--- config.mk ---
export PLATFORM = sky130hd
export DESIGN_NAME = source_matched_receive_queue_flat
export DESIGN_NICKNAME = d
export VERILOG_FILES = /design/src/sv/smrq_pkg.sv /design/src/sv/smrq_if.sv /design/src/sv/source_matched_receive_queue.sv /design/src/sv/smrq_result_reg.sv /design/src/flat_wrapper.sv
export SDC_FILE = /design/constraint.sdc
export NUM_CORES = 2
export LEC_CHECK = 0
export BUFFER_PORTS_ARGS = -buffer_cell sky130_fd_sc_hd__buf_4
export CORE_AREA = 3 3 446 227
export CTS_CLUSTER_DIAMETER = 200
export DETAILED_ROUTE_END_ITERATION = 10
export DIE_AREA = 0 0 449 230
export MAX_ROUTING_LAYER = met4
export PLACE_DENSITY = 0.81
export SETUP_SLACK_MARGIN = 0.1
export SLEW_MARGIN = 40
export SYNTH_ARGS = -nofsm -noshare
export SYNTH_HDL_FRONTEND = slang
export SYNTH_SLANG_ARGS = --single-unit
--- constraint.sdc ---
create_clock -name clk_i -period 5.7 [get_ports clk_i]
set_input_delay 1.14 -clock clk_i [delete_from_list [all_inputs] [get_ports clk_i]]
set_output_delay 1.14 -clock clk_i [all_outputs]
set_load 0.01 [all_outputs]
--- src/sv/smrq_pkg.sv ---
// Package for the source-matched receive queue: widths, codes, state type and result type.
`timescale 1ns / 1ps
`default_nettype none
package smrq_pkg;

  localparam int unsigned QUEUE_DEPTH_DEF = 64;
  localparam int unsigned SRC_W           = 8;
  localparam int unsigned HDL_W           = 16;

  // Function codes of an input word
  localparam logic FUNC_ARRIVE = 1'b0;
  localparam logic FUNC_RECV   = 1'b1;

  // Controller states, one-hot
  typedef enum logic [1:0] {
    ST_IDLE = 2'b01,
    ST_SCAN = 2'b10
  } state_e;

  // One result word
  typedef struct packed {
    logic             matched;
    logic [HDL_W-1:0] found_handle;
    logic             dropped;
  } result_t;

endpackage
`default_nettype wire

--- src/sv/smrq_if.sv ---
// Valid/ready channel interfaces for request and result words.
`timescale 1ns / 1ps
`default_nettype none
interface smrq_in_if;
  logic                       valid;
  logic                       ready;
  logic                       func;
  logic [smrq_pkg::SRC_W-1:0] source_rank;
  logic [smrq_pkg::HDL_W-1:0] message_handle;

  modport source (output valid, func, source_rank, message_handle, input ready);
  modport sink   (input valid, func, source_rank, message_handle, output ready);
endinterface

interface smrq_out_if;
  logic                       valid;
  logic                       ready;
  logic                       matched;
  logic [smrq_pkg::HDL_W-1:0] found_handle;
  logic                       dropped;

  modport source (output valid, matched, found_handle, dropped, input ready);
  modport sink   (input valid, matched, found_handle, dropped, output ready);
endinterface
`default_nettype wire

--- src/sv/source_matched_receive_queue.sv ---
// Top level: ordered message store with first-match removal by source rank.
`timescale 1ns / 1ps
`default_nettype none
// Messages are kept oldest first in a single-port-write, registered-read
// memory of QUEUE_DEPTH entries. An arrival appends at the tail, or is
// flagged as dropped when the store is full. A receive streams the held
// entries out of the memory one per cycle from the oldest, takes the first
// whose source matches, and writes every later entry one slot down as it
// passes, so the gap closes during the same sweep. A receive on a non-empty
// store enters the sweep, reads and checks each held entry in turn, and
// returns to idle; no new request is taken until it is back in idle. On an
// empty store it gives its result without a sweep. A sweep reads at most
// QUEUE_DEPTH entries, one read per cycle of the memory.
// Every request gives exactly one result word; the next request is taken
// once the controller is idle and the result register is free or draining.
// No clearing pass is needed after reset: only entries below the fill count
// are read.
module source_matched_receive_queue #(
  parameter int unsigned QUEUE_DEPTH = smrq_pkg::QUEUE_DEPTH_DEF
) (
  input  wire         clk_i,
  input  wire         rst_ni,
  smrq_in_if.sink     in_i,
  smrq_out_if.source  out_o
);
  import smrq_pkg::*;

  localparam int unsigned AW = $clog2(QUEUE_DEPTH);
  localparam int unsigned CW = $clog2(QUEUE_DEPTH + 1);
  localparam int unsigned EW = SRC_W + HDL_W;

  // Message store
  logic [EW-1:0] mem_q [QUEUE_DEPTH];
  logic [EW-1:0] rd_data_q;
  logic [AW-1:0] rd_addr, wr_addr;
  logic [EW-1:0] wr_data;
  logic          wr_en;

  state_e           state_q, state_d;
  logic [CW-1:0]    count_q, count_d;
  logic [CW-1:0]    rd_idx_q, rd_idx_d;
  logic [AW-1:0]    chk_idx_q, chk_idx_d;
  logic             chk_vld_q, chk_vld_d;
  logic             hit_q, hit_d;
  logic [HDL_W-1:0] handle_q, handle_d;
  logic [SRC_W-1:0] rank_q, rank_d;

  logic          res_free, res_load;
  result_t       res_data;
  logic          accept;
  logic [CW-1:0] last_idx;
  logic          is_full;

  assign in_i.ready = (state_q == ST_IDLE) && res_free;
  assign accept     = in_i.valid && in_i.ready;
  assign is_full    = (count_q == CW'(QUEUE_DEPTH));
  assign last_idx   = count_q - CW'(1);
  assign rd_addr    = rd_idx_q[AW-1:0];

  // Control and read-modify-write sequencing
  always_comb begin
    state_d   = state_q;
    count_d   = count_q;
    rd_idx_d  = rd_idx_q;
    chk_idx_d = chk_idx_q;
    chk_vld_d = 1'b0;
    hit_d     = hit_q;
    handle_d  = handle_q;
    rank_d    = rank_q;
    wr_en     = 1'b0;
    wr_addr   = count_q[AW-1:0];
    wr_data   = {in_i.source_rank, in_i.message_handle};
    res_load  = 1'b0;
    res_data  = '0;

    case (state_q)
      ST_IDLE: begin
        if (accept) begin
          if (in_i.func == FUNC_ARRIVE) begin
            res_load = 1'b1;
            if (is_full) begin
              res_data.dropped = 1'b1;
            end else begin
              wr_en   = 1'b1;
              count_d = count_q + CW'(1);
            end
          end else if (count_q == '0) begin
            res_load = 1'b1;
          end else begin
            state_d  = ST_SCAN;
            rd_idx_d = '0;
            hit_d    = 1'b0;
            handle_d = '0;
            rank_d   = in_i.source_rank;
          end
        end
      end
      ST_SCAN: begin
        // Issue the next read while entries remain
        if (rd_idx_q < count_q) begin
          chk_vld_d = 1'b1;
          chk_idx_d = rd_idx_q[AW-1:0];
          rd_idx_d  = rd_idx_q + CW'(1);
        end
        // Check the entry that came back, or move it down after a hit
        if (chk_vld_q) begin
          if (hit_q) begin
            wr_en   = 1'b1;
            wr_addr = chk_idx_q - AW'(1);
            wr_data = rd_data_q;
          end else if (rd_data_q[EW-1:HDL_W] == rank_q) begin
            hit_d    = 1'b1;
            handle_d = rd_data_q[HDL_W-1:0];
          end
          if (chk_idx_q == last_idx[AW-1:0]) begin
            state_d               = ST_IDLE;
            chk_vld_d             = 1'b0;
            res_load              = 1'b1;
            res_data.matched      = hit_d;
            res_data.found_handle = handle_d;
            if (hit_d) begin
              count_d = count_q - CW'(1);
            end
          end
        end
      end
      default: begin
        state_d = ST_IDLE;
      end
    endcase
  end

  always_ff @(posedge clk_i or negedge rst_ni) begin
    if (!rst_ni) begin
      state_q   <= ST_IDLE;
      count_q   <= '0;
      chk_vld_q <= 1'b0;
    end else begin
      state_q   <= state_d;
      count_q   <= count_d;
      chk_vld_q <= chk_vld_d;
    end
  end

  always_ff @(posedge clk_i) begin
    rd_idx_q  <= rd_idx_d;
    chk_idx_q <= chk_idx_d;
    hit_q     <= hit_d;
    handle_q  <= handle_d;
    rank_q    <= rank_d;
  end

  // Memory: one write and one registered read per cycle
  always_ff @(posedge clk_i) begin
    if (wr_en) begin
      mem_q[wr_addr] <= wr_data;
    end
    rd_data_q <= mem_q[rd_addr];
  end

  smrq_result_reg u_result (
    .clk_i  (clk_i),
    .rst_ni (rst_ni),
    .load_i (res_load),
    .data_i (res_data),
    .free_o (res_free),
    .out_o  (out_o)
  );
endmodule
`default_nettype wire

--- src/sv/smrq_result_reg.sv ---
// Output register that holds one result word until the sink takes it.
`timescale 1ns / 1ps
`default_nettype none
module smrq_result_reg (
  input  wire                    clk_i,
  input  wire                    rst_ni,
  input  wire                    load_i,
  input  wire smrq_pkg::result_t data_i,
  output logic                   free_o,
  smrq_out_if.source             out_o
);
  import smrq_pkg::*;

  logic    valid_q, valid_d;
  result_t data_q;

  // Register is free when empty or being taken this cycle
  assign free_o  = !valid_q || out_o.ready;
  assign valid_d = load_i ? 1'b1 : (valid_q && !out_o.ready);

  always_ff @(posedge clk_i or negedge rst_ni) begin
    if (!rst_ni) begin
      valid_q <= 1'b0;
    end else begin
      valid_q <= valid_d;
    end
  end

  always_ff @(posedge clk_i) begin
    if (load_i) begin
      data_q <= data_i;
    end
  end

  assign out_o.valid        = valid_q;
  assign out_o.matched      = data_q.matched;
  assign out_o.found_handle = data_q.found_handle;
  assign out_o.dropped      = data_q.dropped;
endmodule
`default_nettype wire

--- src/flat_wrapper.sv ---
// flat-port wrapper written by rule: the top's interface ports become plain ports
module source_matched_receive_queue_flat import smrq_pkg::*;
#(
  parameter int unsigned QUEUE_DEPTH = smrq_pkg::QUEUE_DEPTH_DEF
)
  (clk_i, rst_ni, in_i_valid, in_i_func, in_i_source_rank, in_i_message_handle, in_i_ready, out_o_valid, out_o_matched, out_o_found_handle, out_o_dropped, out_o_ready);
  smrq_in_if in_i_i ();
  smrq_out_if out_o_i ();
  input  wire clk_i;
  input  wire rst_ni;
  input wire logic [$bits(in_i_i.valid)-1:0] in_i_valid;
  input wire logic [$bits(in_i_i.func)-1:0] in_i_func;
  input wire logic [$bits(in_i_i.source_rank)-1:0] in_i_source_rank;
  input wire logic [$bits(in_i_i.message_handle)-1:0] in_i_message_handle;
  output wire logic [$bits(in_i_i.ready)-1:0] in_i_ready;
  output wire logic [$bits(out_o_i.valid)-1:0] out_o_valid;
  output wire logic [$bits(out_o_i.matched)-1:0] out_o_matched;
  output wire logic [$bits(out_o_i.found_handle)-1:0] out_o_found_handle;
  output wire logic [$bits(out_o_i.dropped)-1:0] out_o_dropped;
  input wire logic [$bits(out_o_i.ready)-1:0] out_o_ready;
  assign in_i_i.valid = in_i_valid;
  assign in_i_i.func = in_i_func;
  assign in_i_i.source_rank = in_i_source_rank;
  assign in_i_i.message_handle = in_i_message_handle;
  assign in_i_ready = in_i_i.ready;
  assign out_o_valid = out_o_i.valid;
  assign out_o_matched = out_o_i.matched;
  assign out_o_found_handle = out_o_i.found_handle;
  assign out_o_dropped = out_o_i.dropped;
  assign out_o_i.ready = out_o_ready;
  source_matched_receive_queue #(.QUEUE_DEPTH(QUEUE_DEPTH)) u_core (.clk_i(clk_i), .rst_ni(rst_ni), .in_i(in_i_i), .out_o(out_o_i));
endmodule
==> metrics.cfg <==
[outcome]
status=finished, final reports clean

[floorplanning]
die_w_um=449
die_height_um=230
core_area_mm2=0.0975
initial_core_util=0.650
rows=81
design.die.area_mm2=0.103
io_pins=49

[synthesis]
synth_area_leaders=edfxtp_1 (75%), mux4_2 (13%), mux2i_1 (2.9%)
syn_inst=2962
synth_edf_count=1592
async_flop_share=0.00676
synthSimpleGateAreaFrac=0.0216
syn_nets=3004
synth_top_area_frac=0.755
synth.largest_area_cell=edfxtp_1
synth_adder_area_share=0.00257
synth_ff_type=edfxtp_1
synth_mux_area_frac=0.165
ys.warnings.count=0
yosysSeqAreaShare=0.767
synth_top_family_by_area=multiplexers
syn_area_mm2=0.0634
synth_compound_area_frac=0.0257
synth_cell_types=69
ys_ff_latch=1627
synthXorXnorAreaFrac=0.00387
avgSynthCellArea_um2=21.4

[sta]
slew_headroom=0.354
setup_viol=0
fmax_ghz=0.211
worstMarginPinSlew_ps=966
period_share=0.833
drv_slew=0
grt_setup_unrepaired=no
fin_skew_ps=36.1
tns_ps=0
layout_min_cycle_time_ps=4750
hold_violations=0

[worst_setup_path]
crit_path_end_kind=flip-flop
worstSetupPathType=reg2reg
crit_fanout=18
start_kind=flip-flop
crit_start=u_core.state_q[0]
cp.required_ps=6150
worstPathArrival_ps=5200
reg2reg_from=u_core.state_q[0]

[cts]
htree_levels=4
cts_buffers=135
ctsHoldBuffers=0
path_clk_slew_ps=70
post-cts-setup-buffer-count=0
clockBufferDepth=3
root_buffer=clkbuf_16
clk_latency_ps=770
ctsResizeCount=0
tritoncts=yes
clock-sinks=1627

[global_routing]
grt-ovfl-total=0
grt_pass1_vias=32900
grt_usage=0.350
grt_pass1_wl_um=246000
antenna_found_initial=10
grt_max_degree=105

[finish]
final-seq-area_mm2=0.0486
multi_input_area_mm2=0.0141
drive_gt1_frac=0.278
fillers=5099
final_common_cell=edfxtp_1
stdcell_count=4590
final_cell_mix=edfxtp_1 (1592), mux4_2 (354), buf_4 (185)
nNetsFinal=3186
area_delta_synth_final_pct=11.4

[worst_hold_path]
hold_path.class=in2async

[route]
vias=33700
drc=0
wirelength_um=173000
postRouteAntennaNets=0
avgViaCountPerCell=7.34
drtIter0Drc=5854
drt_pre_antenna_iters=7
wl_per_cell_um=37.6

[placement]
place_hpwl_um=101000
io_buffers=48
gp_congestion=0.961
placed_cells=4333

[power_and_ir_drop]
p_leak_uw=0.0224
pwr_density_cell_mw_per_mm2=482
peakVddDrop_uv=504

[flow_run]
maxCapViolCount=0

==> through the flow <==
stage | instance area, um2 | setup WS [ps] | utilization | total power, uW | hold WS (ps)
2_1_floorplan | 63400 | 2190 | - | 20400 | 451
5_1_grt | 70500 | 736 | 0.724 | 34700 | 210
3_5_place_dp | 66000 | 1270 | 0.677 | 24200 | 521
3_3_place_gp | 66000 | 1500 | 0.677 | 23900 | 504
6_report | 70600 | 951 | 0.724 | 34000 | 223
4_1_cts | 70400 | 1130 | 0.722 | 33600 | 181
==> layout make-up <==
class	count	area share
Multi-Input combinational cell	1159	0.200
Timing Repair Buffer	202	0.0239
Clock buffer	172	0.0522
Sequential cell	1627	0.688
Clock inverter	72	0.0101
Tap cell	1328	0.0236
Inverter	19	0.00103
Antenna cell	11	0.000390
==> sequential cells by signal, indices dropped and copies added, names as in the netlist, 2 cells and up <==
signal / flops
u_core.rd_idx_q: 7
u_core.chk_idx_q: 6
u_core.handle_q: 16
u_core.rd_data_q: 24
u_core.mem_q: 1536
u_core.rank_q: 8
u_core.count_q: 7
u_core.state_q: 2
u_core.u_result.out_o.found_handle: 16
==> worst max-delay path, cell delays in order (launching register included) <==
cell and delay [ps]:
dfstp_2 370, inv_1 70, ha_1 600, nand3_1 680, o21ai_0 820, nand3_1 720, nor2_2 790, buf_4 370
==> layer usage <==
metal | global-route usage | up-vias | wire length (um)
li1 | - | 12700 | -
met1 | 0.470 | 17200 | 58100
met2 | 0.490 | 3246 | 76500
met3 | 0.126 | 550 | 28900
met4 | 0.156 | 0 | 9280
met5 | - | - | 0
==> kinds of logic (layout without fill, tap and decap cells) <==
family | Yosys count | in the layout
buffers and inverters | 176 | 465
and+or+nand+nor | 295 | 295
muxes | 595 | 595
other | 0 | 11
adders and majority gates | 13 | 13
AOI/OAI and AO/OA | 228 | 228
DFF | 1627 | 1627
xor gates and xnor gates | 28 | 28
==> worst paths after layout <==
path	end	cells after the start	slack, ps
min in group clk_i	u_core.state_q[0]	2	530
worst max register to register	u_core.mem_q[62][20]	7	950
worst min-delay path	u_core.count_q[0]	1	220
max in group asynchronous	u_core.state_q[0]	1	5240
worst min register to register	u_core.state_q[0]	2	530
worst max-delay path	u_core.mem_q[62][20]	7	950
==> synthesized netlist by cell type, types with 19 or more instances <==
cell	instances
clkbuf_1	49
edfxtp_1	1592
a211oi_1	23
o21ai_0	24
buf_4	32
a22oi_1	24
nand3_1	19
nor2b_1	19
a21oi_1	41
nand2_1	74
mux2i_1	184
a221oi_1	28
mux2_2	57
nor3_1	24
nor2_1	116
mux4_2	354
buf_2	50
dfxtp_1	24
==> where the power goes <==
group          internal [uW]  leakage, uW  switching, uW
logic                   4040      0.00562           6560
clock network           5160      0.00216           4280
registers              13500       0.0147            419
total                  22700       0.0224          11300
(Power assumes the default switching activity.)
